--- config.mk ---
export PLATFORM = sky130hd
export DESIGN_NAME = fat_used_cluster_run_scanner_top_flat
export DESIGN_NICKNAME = d
export VERILOG_FILES = /design/src/rtl/core/fusr_pkg.sv /design/src/rtl/core/fusr_byte_if.sv /design/src/rtl/core/fusr_range_if.sv /design/src/rtl/core/fusr_front.sv /design/src/rtl/core/fusr_queue.sv /design/src/rtl/core/fusr_back.sv /design/src/rtl/core/fat_used_cluster_run_scanner_top.sv /design/src/flat_wrapper.sv
export SDC_FILE = /design/constraint.sdc
export NUM_CORES = 2
export LEC_CHECK = 0
export BUFFER_PORTS_ARGS = -buffer_cell sky130_fd_sc_hd__buf_2
export CORE_ASPECT_RATIO = 1.75
export CORE_MARGIN = 2
export CORE_UTILIZATION = 60
export DETAILED_ROUTE_END_ITERATION = 16
export GPL_ROUTABILITY_DRIVEN = 1
export HOLD_SLACK_MARGIN = 0.15
export PLACE_DENSITY = 0.89
export SETUP_SLACK_MARGIN = 0.02
export SLEW_MARGIN = 20
export SYNTH_ARGS = -nofsm -noshare
export SYNTH_HDL_FRONTEND = slang
export SYNTH_SLANG_ARGS = --single-unit
--- constraint.sdc ---
create_clock -name clk -period 14.24 [get_ports clk]
set_clock_uncertainty 0.15 [all_clocks]
set_input_delay 2.848 -clock clk [delete_from_list [all_inputs] [get_ports clk]]
set_output_delay 2.848 -clock clk [all_outputs]
set_load 0.01 [all_outputs]
--- src/rtl/core/fusr_pkg.sv ---
package fusr_pkg;

  localparam int ADDR_BITS   = 48;
  localparam int SPAN_W      = 45;  // data_start_sector * bytes_per_sector
  localparam int CB_W        = 21;  // clus_sectors * bytes_per_sector
  localparam int COUNT_W     = 28;
  localparam int PARTIAL_W   = 24;
  localparam int QUEUE_DEPTH = 4;
  localparam int QPTR_W      = $clog2(QUEUE_DEPTH);
  localparam int QCNT_W      = $clog2(QUEUE_DEPTH + 1);
  localparam int APB_ADDR_W  = 6;
  localparam int APB_DATA_W  = 64;
  localparam int REG_IDX_W   = 3;

  typedef logic [ADDR_BITS-1:0] addr_t;

  typedef enum logic [1:0] {
    KIND_FAT12 = 2'd0,
    KIND_FAT16 = 2'd1,
    KIND_FAT32 = 2'd2,
    KIND_FAT32_ALT = 2'd3
  } fat_kind_t;

  localparam logic [REG_IDX_W-1:0] REG_FAT_KIND      = 3'd0;
  localparam logic [REG_IDX_W-1:0] REG_PART_OFFSET   = 3'd1;
  localparam logic [REG_IDX_W-1:0] REG_DATA_START    = 3'd2;
  localparam logic [REG_IDX_W-1:0] REG_SECT_PER_CLUS = 3'd3;
  localparam logic [REG_IDX_W-1:0] REG_BYTES_PER_SEC = 3'd4;
  localparam logic [REG_IDX_W-1:0] REG_CLUSTER_COUNT = 3'd5;

  typedef struct packed {
    fat_kind_t    fat_kind;
    addr_t        partition_byte_offset;
    logic [31:0]  data_start_sector;
    logic [7:0]   clus_sectors;
    logic [12:0]  bytes_per_sector;
    logic [COUNT_W-1:0] cluster_count;
  } cfg_t;

  // one command from the byte front end to the range back end
  typedef struct packed {
    logic              first;
    addr_t             offset;
    logic [SPAN_W-1:0] span;
    logic              examine;
    logic              used;
    logic              counted;
    logic              finish;
    logic [CB_W-1:0]   cb;
  } cmd_t;

  typedef struct packed {
    addr_t range_start;
    addr_t range_end;
    logic  final_range;
    logic  last_of_item;
  } result_t;

endpackage

--- src/rtl/core/fusr_byte_if.sv ---
interface fusr_byte_if;
  logic       valid;
  logic       ready;
  logic [7:0] fat_byte;

  modport source (output valid, output fat_byte, input ready);
  modport sink (input valid, input fat_byte, output ready);
endinterface

--- src/rtl/core/fusr_range_if.sv ---
interface fusr_range_if;
  logic            valid;
  logic            ready;
  fusr_pkg::addr_t range_start;
  fusr_pkg::addr_t range_end;
  logic            final_range;
  logic            last_of_item;

  modport source (output valid, output range_start, output range_end,
                  output final_range, output last_of_item, input ready);
  modport sink (input valid, input range_start, input range_end,
                input final_range, input last_of_item, output ready);
endinterface

--- src/rtl/core/fusr_front.sv ---
module fusr_front (
  input  logic               clk,
  input  logic               rst,
  fusr_byte_if.sink          table_bytes,
  input  fusr_pkg::cfg_t     cfg,
  input  logic               q_full,
  output logic               push,
  output fusr_pkg::cmd_t     cmd
);

  logic [fusr_pkg::COUNT_W-1:0]   entry_number, entry_number_next;
  logic [1:0]                     header_seen, header_seen_next;
  logic [1:0]                     byte_phase, byte_phase_next;
  logic [fusr_pkg::PARTIAL_W-1:0] partial_entry, partial_entry_next;
  logic                           started, started_next;
  logic                           finished, finished_next;

  logic                           accept;
  logic                           done;
  logic [27:0]                    entry;
  logic                           do_examine;
  logic                           counted;
  logic [fusr_pkg::COUNT_W-1:0]   count_after;
  logic [7:0]                     b;

  assign b = table_bytes.fat_byte;
  assign table_bytes.ready = !q_full;
  assign accept = table_bytes.valid && !q_full;

  // entries, little-endian: 12-bit two per 3 bytes, 16-bit of 2, 28-bit of 4
  always_comb begin
    done = 1'b0;
    entry = '0;
    byte_phase_next = byte_phase;
    partial_entry_next = partial_entry;
    unique case (cfg.fat_kind)
      fusr_pkg::KIND_FAT12: begin
        if (byte_phase == 2'd0) begin
          partial_entry_next = {16'd0, b};
          byte_phase_next = 2'd1;
        end else if (byte_phase == 2'd1) begin
          entry = {16'd0, b[3:0], partial_entry[7:0]};
          partial_entry_next = {8'd0, b, partial_entry[7:0]};
          byte_phase_next = 2'd2;
          done = 1'b1;
        end else begin
          entry = {16'd0, b, partial_entry[15:12]};
          partial_entry_next = '0;
          byte_phase_next = 2'd0;
          done = 1'b1;
        end
      end
      fusr_pkg::KIND_FAT16: begin
        if (byte_phase == 2'd0) begin
          partial_entry_next = {16'd0, b};
          byte_phase_next = 2'd1;
        end else begin
          entry = {12'd0, b, partial_entry[7:0]};
          partial_entry_next = '0;
          byte_phase_next = 2'd0;
          done = 1'b1;
        end
      end
      fusr_pkg::KIND_FAT32, fusr_pkg::KIND_FAT32_ALT: begin
        unique case (byte_phase)
          2'd0: partial_entry_next = partial_entry | {16'd0, b};
          2'd1: partial_entry_next = partial_entry | {8'd0, b, 8'd0};
          2'd2: partial_entry_next = partial_entry | {b, 16'd0};
          default: begin
            entry = {b[3:0], partial_entry};
            partial_entry_next = '0;
            done = 1'b1;
          end
        endcase
        byte_phase_next = byte_phase + 2'd1;
      end
      default: ;
    endcase
  end

  assign do_examine = done && (header_seen == 2'd2);
  assign counted = entry_number < cfg.cluster_count;
  assign count_after = counted ? entry_number + 1'b1 : entry_number;

  always_comb begin
    entry_number_next = entry_number;
    header_seen_next = header_seen;
    started_next = started;
    finished_next = finished;
    push = 1'b0;
    if (accept && !finished) begin
      started_next = 1'b1;
      if (done && header_seen != 2'd2) header_seen_next = header_seen + 2'd1;
      if (do_examine) begin
        entry_number_next = count_after;
        if (count_after >= cfg.cluster_count) finished_next = 1'b1;
      end
      push = !started || do_examine;
    end
  end

  always_comb begin
    cmd.first = !started;
    cmd.offset = cfg.partition_byte_offset;
    cmd.span = fusr_pkg::SPAN_W'(cfg.data_start_sector)
             * fusr_pkg::SPAN_W'(cfg.bytes_per_sector);
    cmd.examine = do_examine;
    cmd.used = entry != '0;
    cmd.counted = counted;
    cmd.finish = count_after >= cfg.cluster_count;
    cmd.cb = fusr_pkg::CB_W'(cfg.clus_sectors)
           * fusr_pkg::CB_W'(cfg.bytes_per_sector);
  end

  always_ff @(posedge clk) begin
    if (rst) begin
      entry_number <= '0;
      header_seen <= '0;
      byte_phase <= '0;
      partial_entry <= '0;
      started <= 1'b0;
      finished <= 1'b0;
    end else begin
      entry_number <= entry_number_next;
      header_seen <= header_seen_next;
      started <= started_next;
      finished <= finished_next;
      if (accept && !finished) begin
        byte_phase <= byte_phase_next;
        partial_entry <= partial_entry_next;
      end
    end
  end

endmodule

--- src/rtl/core/fusr_queue.sv ---
module fusr_queue (
  input  logic           clk,
  input  logic           rst,
  input  logic           push,
  input  fusr_pkg::cmd_t push_cmd,
  output logic           full,
  input  logic           pop,
  output logic           not_empty,
  output fusr_pkg::cmd_t pop_cmd
);

  fusr_pkg::cmd_t                 mem [fusr_pkg::QUEUE_DEPTH];
  logic [fusr_pkg::QPTR_W-1:0]    wr_ptr;
  logic [fusr_pkg::QPTR_W-1:0]    rd_ptr;
  logic [fusr_pkg::QCNT_W-1:0]    count;

  assign full = count == fusr_pkg::QCNT_W'(fusr_pkg::QUEUE_DEPTH);
  assign not_empty = count != '0;
  assign pop_cmd = mem[rd_ptr];

  always_ff @(posedge clk) begin
    if (push) mem[wr_ptr] <= push_cmd;
  end

  always_ff @(posedge clk) begin
    if (rst) begin
      wr_ptr <= '0;
      rd_ptr <= '0;
      count <= '0;
    end else begin
      if (push) wr_ptr <= wr_ptr + 1'b1;
      if (pop) rd_ptr <= rd_ptr + 1'b1;
      if (push && !pop) count <= count + 1'b1;
      else if (pop && !push) count <= count - 1'b1;
    end
  end

endmodule

--- src/rtl/core/fusr_back.sv ---
module fusr_back (
  input  logic           clk,
  input  logic           rst,
  input  logic           q_valid,
  input  fusr_pkg::cmd_t q_cmd,
  output logic           pop,
  fusr_range_if.source   ranges
);

  fusr_pkg::addr_t  cba, cba_next;
  logic             run_open, run_open_next;
  fusr_pkg::addr_t  run_first, run_first_next;
  fusr_pkg::addr_t  run_last, run_last_next;
  logic             out_valid;
  fusr_pkg::result_t out_res;
  logic             pend_valid;
  fusr_pkg::result_t pend_res;

  fusr_pkg::result_t r0, r1;
  logic             has0, has1;
  logic             can_load;
  logic             adj;
  logic             brk;
  logic             fin;
  fusr_pkg::addr_t  cb;
  fusr_pkg::addr_t  span;

  assign cb = fusr_pkg::ADDR_BITS'(q_cmd.cb);
  assign span = fusr_pkg::ADDR_BITS'(q_cmd.span);
  assign can_load = !out_valid || ranges.ready;
  assign pop = !pend_valid && q_valid && can_load;
  assign adj = run_open && (run_last + 1'b1 == cba);

  always_comb begin
    cba_next = cba;
    run_open_next = run_open;
    run_first_next = run_first;
    run_last_next = run_last;
    brk = 1'b0;
    fin = 1'b0;
    has0 = 1'b0;
    has1 = 1'b0;
    r0 = '0;
    r1 = '0;
    if (q_cmd.first) begin
      // reserved and metadata area ahead of cluster 2
      cba_next = q_cmd.offset + span;
      has0 = span != '0;
      r0 = '{range_start: q_cmd.offset, range_end: q_cmd.offset + span - 1'b1,
             final_range: 1'b0, last_of_item: 1'b1};
    end else if (q_cmd.examine) begin
      if (q_cmd.counted) begin
        if (q_cmd.used) begin
          if (adj) begin
            run_last_next = run_last + cb;
          end else begin
            brk = run_open;
            run_first_next = cba;
            run_last_next = cba + cb - 1'b1;
            run_open_next = 1'b1;
          end
        end
        cba_next = cba + cb;
      end
      fin = q_cmd.finish && run_open_next;
      if (fin) run_open_next = 1'b0;
      if (brk) begin
        has0 = 1'b1;
        r0 = '{range_start: run_first, range_end: run_last,
               final_range: 1'b0, last_of_item: !fin};
        has1 = fin;
        r1 = '{range_start: run_first_next, range_end: run_last_next,
               final_range: 1'b1, last_of_item: 1'b1};
      end else begin
        has0 = fin;
        r0 = '{range_start: run_first_next, range_end: run_last_next,
               final_range: 1'b1, last_of_item: 1'b1};
      end
    end
  end

  always_ff @(posedge clk) begin
    if (rst) begin
      cba <= '0;
      run_open <= 1'b0;
      run_first <= '0;
      run_last <= '0;
      out_valid <= 1'b0;
      pend_valid <= 1'b0;
    end else begin
      if (pend_valid) begin
        if (can_load) begin
          out_valid <= 1'b1;
          out_res <= pend_res;
          pend_valid <= 1'b0;
        end
      end else if (pop) begin
        cba <= cba_next;
        run_open <= run_open_next;
        run_first <= run_first_next;
        run_last <= run_last_next;
        out_valid <= has0;
        out_res <= r0;
        pend_valid <= has1;
        pend_res <= r1;
      end else if (can_load) begin
        out_valid <= 1'b0;
      end
    end
  end

  assign ranges.valid = out_valid;
  assign ranges.range_start = out_res.range_start;
  assign ranges.range_end = out_res.range_end;
  assign ranges.final_range = out_res.final_range;
  assign ranges.last_of_item = out_res.last_of_item;

endmodule

--- src/rtl/core/fat_used_cluster_run_scanner_top.sv ---
// channel      dir   beat payload                                      handshake
// table_bytes  in    fat_byte[7:0]                                     valid/ready
// ranges       out   range_start[47:0] range_end[47:0] final_range     valid/ready
//                    last_of_item
// apb          in    6 registers at 8*i, 64-bit data                   psel/penable
//
// one table byte per cycle while the queue has room; a byte that breaks a run
// and also ends the scan gives two beats, the second held in a pending register
// a 4-deep command queue sits between byte assembly and range tracking
// rst is synchronous; registers return to their reset values, scan restarts
// a stalled output only backs up the queue; bytes keep flowing until it fills
module fat_used_cluster_run_scanner_top (
  input  logic                              clk,
  input  logic                              rst,
  fusr_byte_if.sink                         table_bytes,
  fusr_range_if.source                      ranges,
  input  logic                              psel,
  input  logic                              penable,
  input  logic                              pwrite,
  input  logic [fusr_pkg::APB_ADDR_W-1:0]   paddr,
  input  logic [fusr_pkg::APB_DATA_W-1:0]   pwdata,
  output logic [fusr_pkg::APB_DATA_W-1:0]   prdata,
  output logic                              pready
);

  fusr_pkg::cfg_t              cfg;
  logic [fusr_pkg::REG_IDX_W-1:0] reg_idx;
  logic                        wr_en;
  logic                        push;
  fusr_pkg::cmd_t              push_cmd;
  logic                        q_full;
  logic                        q_valid;
  logic                        pop;
  fusr_pkg::cmd_t              q_cmd;

  assign pready = 1'b1;
  assign reg_idx = paddr[fusr_pkg::APB_ADDR_W-1:3];
  assign wr_en = psel && penable && pwrite;

  always_ff @(posedge clk) begin
    if (rst) begin
      cfg.fat_kind <= fusr_pkg::KIND_FAT16;
      cfg.partition_byte_offset <= '0;
      cfg.data_start_sector <= '0;
      cfg.clus_sectors <= 8'd1;
      cfg.bytes_per_sector <= 13'd512;
      cfg.cluster_count <= 28'd1;
    end else if (wr_en) begin
      unique case (reg_idx)
        fusr_pkg::REG_FAT_KIND:      cfg.fat_kind <= fusr_pkg::fat_kind_t'(pwdata[1:0]);
        fusr_pkg::REG_PART_OFFSET:
          cfg.partition_byte_offset <= pwdata[fusr_pkg::ADDR_BITS-1:0];
        fusr_pkg::REG_DATA_START:    cfg.data_start_sector <= pwdata[31:0];
        fusr_pkg::REG_SECT_PER_CLUS: cfg.clus_sectors <= pwdata[7:0];
        fusr_pkg::REG_BYTES_PER_SEC: cfg.bytes_per_sector <= pwdata[12:0];
        fusr_pkg::REG_CLUSTER_COUNT: cfg.cluster_count <= pwdata[27:0];
        default: ;
      endcase
    end
  end

  always_comb begin
    unique case (reg_idx)
      fusr_pkg::REG_FAT_KIND:      prdata = 64'(cfg.fat_kind);
      fusr_pkg::REG_PART_OFFSET:   prdata = 64'(cfg.partition_byte_offset);
      fusr_pkg::REG_DATA_START:    prdata = 64'(cfg.data_start_sector);
      fusr_pkg::REG_SECT_PER_CLUS: prdata = 64'(cfg.clus_sectors);
      fusr_pkg::REG_BYTES_PER_SEC: prdata = 64'(cfg.bytes_per_sector);
      fusr_pkg::REG_CLUSTER_COUNT: prdata = 64'(cfg.cluster_count);
      default:                     prdata = '0;
    endcase
  end

  fusr_front u_front (
    .clk         (clk),
    .rst         (rst),
    .table_bytes (table_bytes),
    .cfg         (cfg),
    .q_full      (q_full),
    .push        (push),
    .cmd         (push_cmd)
  );

  fusr_queue u_queue (
    .clk       (clk),
    .rst       (rst),
    .push      (push),
    .push_cmd  (push_cmd),
    .full      (q_full),
    .pop       (pop),
    .not_empty (q_valid),
    .pop_cmd   (q_cmd)
  );

  fusr_back u_back (
    .clk     (clk),
    .rst     (rst),
    .q_valid (q_valid),
    .q_cmd   (q_cmd),
    .pop     (pop),
    .ranges  (ranges)
  );

endmodule

--- src/flat_wrapper.sv ---
// flat-port wrapper written by rule: the top's interface ports become plain ports
module fat_used_cluster_run_scanner_top_flat 
  (clk, rst, psel, penable, pwrite, paddr, pwdata, prdata, pready, table_bytes_valid, table_bytes_fat_byte, table_bytes_ready, ranges_valid, ranges_range_start, ranges_range_end, ranges_final_range, ranges_last_of_item, ranges_ready);
  fusr_byte_if table_bytes_i ();
  fusr_range_if ranges_i ();
  input  logic clk;
  input  logic rst;
  input  logic psel;
  input  logic penable;
  input  logic pwrite;
  input  logic [fusr_pkg::APB_ADDR_W-1:0] paddr;
  input  logic [fusr_pkg::APB_DATA_W-1:0] pwdata;
  output logic [fusr_pkg::APB_DATA_W-1:0] prdata;
  output logic pready;
  input wire logic [$bits(table_bytes_i.valid)-1:0] table_bytes_valid;
  input wire logic [$bits(table_bytes_i.fat_byte)-1:0] table_bytes_fat_byte;
  output wire logic [$bits(table_bytes_i.ready)-1:0] table_bytes_ready;
  output wire logic [$bits(ranges_i.valid)-1:0] ranges_valid;
  output wire logic [$bits(ranges_i.range_start)-1:0] ranges_range_start;
  output wire logic [$bits(ranges_i.range_end)-1:0] ranges_range_end;
  output wire logic [$bits(ranges_i.final_range)-1:0] ranges_final_range;
  output wire logic [$bits(ranges_i.last_of_item)-1:0] ranges_last_of_item;
  input wire logic [$bits(ranges_i.ready)-1:0] ranges_ready;
  assign table_bytes_i.valid = table_bytes_valid;
  assign table_bytes_i.fat_byte = table_bytes_fat_byte;
  assign table_bytes_ready = table_bytes_i.ready;
  assign ranges_valid = ranges_i.valid;
  assign ranges_range_start = ranges_i.range_start;
  assign ranges_range_end = ranges_i.range_end;
  assign ranges_final_range = ranges_i.final_range;
  assign ranges_last_of_item = ranges_i.last_of_item;
  assign ranges_i.ready = ranges_ready;
  fat_used_cluster_run_scanner_top u_core (.clk(clk), .rst(rst), .table_bytes(table_bytes_i), .ranges(ranges_i), .psel(psel), .penable(penable), .pwrite(pwrite), .paddr(paddr), .pwdata(pwdata), .prdata(prdata), .pready(pready));
endmodule
==> summary.md <==
The die is 263 um wide. Setup repair after global routing left no endpoint under its margin. The largest buffer count on any clock path is 3. After detailed routing, the number of vias per cell comes to 6.71.

The starting DRC count in detailed routing is 6900, and the clock slew at the register clock pins of the worst setup and hold paths is 70 ps. The core area came out at 0.117 mm2. The tree is rooted in a clkbuf_16.

For the final number of max-transition violations, the log shows 0. The analysis attributes to cell leakage a power of 28.9 nW. The register-to-register path setup slack is 5980 ps, and the gate count after technology mapping is 7271. The tools report the kind of capture point of the worst setup path as a primary output.

The synthesized design devotes to its leading area cell type 28.6% of total area. Startpoint type of the worst setup path: a primary input. The tool flagged a number of max-cap violations equal to 0. The type of the worst setup path is primary input to primary output. Proportion of register bits with asynchronous set or reset after synthesis: 0%.

The run finished with clean final reports. Leaving out fill and tap cells, the most frequent cell in the layout is nand2_1. The weighted congestion at the end of routability-driven global placement was 1.01; the number of clock sinks seen by CTS was 1016. Shortest period the worst path allows: 8320 ps.

After detailed routing, the number of remaining DRC violations is 0. Sequential cells account for 29.5% of the total power. For the relative max-transition margin, the log shows 14.3%. For this run, the detailed router's first-pass iteration total came to 8. At the pin with the least slew margin, the transition time is 1290 ps. Setup violations remaining at the end of the flow were counted as 0. At the end of the flow the core is filled with cells to 64.8%. Summed over all nets, the half-perimeter wirelength after detailed placement is 167000 um. The net count of the finished layout is 7962.

In this run the power spent charging and discharging nets is 6.22 mW. The flip-flop and latch count after synthesis came out at 1016. The worst min-delay path category is flop to flop. The share of synthesized area occupied by flip-flops and latches is 38.4%, and the net switching fraction of the power is 45.2%. The average instance in the mapped netlist occupies 9.69 um2. The die covers 0.120 mm2. In this run, synthesis inferred 671 flip-flops with an integrated enable. Leaving out fill and tap cells, the most frequent cells in the layout are nand2_1 (1263), edfxtp_1 (671), a21oi_1 (551), inv_1 (498), fa_1 (400). For the worst setup path, the data required time is 11240 ps. Buffers added to address setup during post-CTS repair amount to 0.

The per-cell routed wire length works out to 26.5 um. Ranked by total cell area, the synthesized netlist is headed by edfxtp_1 (29%), fa_1 (11%), dfxtp_1 (9.8%). The run gives 3 as the H-tree depth. The maximum number of pins on one net before global-route repair was 170; the number of antenna violations at the first check in global routing was 5.

Global routing used 38.2% of the available tracks across all layers. For this design the ratio of total power to cell area is 182 mW/mm2. The number of primary I/O pins was 250. For the final routed database, the setup TNS stands at 0 ps. Fill cells in the final layout number 8700.

The worst hold path begins at u_core.u_back.run_first[30]. The overall die height is 457 um, and the initial standard-cell utilization of the core is 60.3%. The routed design has 233000 um of wire. The final hold violation count was 0; the maximum fanout along the worst path was 28. Of the available clock period, the critical path in the final layout requires 58.4%. TritonCTS built the clock tree. The clock buffer count from CTS was 92. The run gives 58924 as the via count. The most critical setup path has its startpoint at paddr[3]. The run gives 166 as the row count. For the count of instances resized after the clock tree is built, the log shows 0.

The leading area contributor after synthesis is edfxtp_1. The run gives 5320 ps as the worst path arrival time. The tools report the share of power burned in the clock network as 20.2%. In this run, distinct cell masters in the synthesized netlist total 108. Global routing finished with a remaining overflow of 0. Across the VDD grid, the largest voltage drop is 0.130 mV. For this run, the top clock speed supported by timing is 120 MHz. In the synthesized netlist the dominant register cell turns out to be edfxtp_1. The count of nets left with antenna violations once routing finished came out at 0.

The via count of the first global-routing pass was 59056; the count of buffers inserted at the top-level ports was 213. The number of warning messages in the yosys log is 0, and the global-route wire length before repair is 351000 um. The number of hold buffers added after CTS was 0.

The tools report the combinational fraction of design power as 50.3%. The fraction of final layout cells sized beyond drive strength 1 works out to 9.74%. Summed instance area of the synthesized netlist: 0.0704 mm2. Layout overhead on the synthesized area: 7.36%. The worst hold path passes through 2 cells. For the clock latency reported for the late side of the worst-skew pair, the log shows 740 ps. The internal portion of the total power is 7.54 mW. The power after layout was 13.8 mW; the depth of the worst register-to-register path was 16.
-- state kept, by name, indices dropped and copies added (netlist names), 2 cells and up, named ones only --
register                          flops
u_core.u_queue.rd_ptr                 2
u_core.u_back.cba                    48
u_core.u_queue.mem                  476
u_core.u_front.entry_number          28
u_core.u_back.run_last               48
u_core.cfg                          131
u_core.u_front.partial_entry         24
u_core.u_back.pend_res               97
u_core.u_front.byte_phase             2
u_core.u_front.header_seen            2
u_core.u_back.ranges.range_end       48
u_core.u_back.ranges.range_start     48
u_core.u_back.run_first              48
u_core.u_queue.count                  3
u_core.u_queue.wr_ptr                 2
-- routing by layer --
metal	track usage, %	vias to the layer above	routed length, um
met5	0	-	33
met2	66.2	4012	115000
li1	-	25338	-
met3	6.71	1150	21100
met1	41.6	28420	75800
met4	28.9	4	20700
-- critical path: stages --
cell and delay, ps:
buf_2 540, inv_1 210, nor2_1 960, a22oi_1 230
o22ai_1 310, buf_2 210
-- cells by family after synthesis --
family | share of synthesized area (%)
mux | 4.92
compound gates | 13.7
other cells | 0.0107
fa+ha+maj | 16.5
buf+inv | 5.46
flops | 38.4
simple gates | 17.3
xor+xnor | 3.68
-- power groups by stage --
stage | sequential (mW) | clock (mW) | combinational [mW]
finish | 4.06 | 2.77 | 6.93
global route | 4.09 | 2.88 | 7.34
CTS | 4.04 | 2.77 | 6.69
detailed placement | 4.10 | 0 | 6.64
global placement | 4.07 | 0 | 6.53
floorplan | 3.95 | 0 | 4.69
-- final timing paths --
path                                             end
setup / recovery                           prdata[4]
hold / removal           u_core.u_back.run_first[30]
setup reg to reg  u_core.u_back.ranges.range_end[45]
hold reg to reg          u_core.u_back.run_first[30]
-- cell usage after synthesis (74+ instances only) --
master and n:
nor4_1 74, a21o_1 106, a21oi_1 552, clkbuf_1 371, xor2_1 114, nand4_1 78
mux4_2 117, nor2_1 399, o21ai_0 204, fa_1 400, edfxtp_1 671, xnor2_1 182
dfxtp_1 345, nand2_1 1267, nand3_1 106, inv_1 498, nor3_1 113, ha_1 288
and2_1 246, a211oi_1 77
-- layout make-up --
type | count | area [um2] | share of cell area (%)
multi-input combinational | 5285 | 39800 | 52.6
sequential | 1016 | 27100 | 35.8
clock buffer | 118 | 2620 | 3.46
tap | 1512 | 1890 | 2.50
inverter | 500 | 1880 | 2.48
timing repair buffer | 294 | 1700 | 2.24
clock inverter | 55 | 692 | 0.915
antenna | 2 | 5.00 | 0.00662
-- per-stage QoR --
step / cells / hold slack (ps) / cell area [um2] / setup WS, ps
floorplan: 7286 / 287 / 70500 / 3490
CTS: 8780 / 323 / 75600 / 6010
global placement: 8607 / 293 / 72300 / 6120
finish: 8782 / 322 / 75600 / 5920
global route: 8782 / 342 / 75600 / 5610
detailed placement: 8607 / 312 / 72300 / 6080
Note: power is estimated with default switching activity, not from simulation.
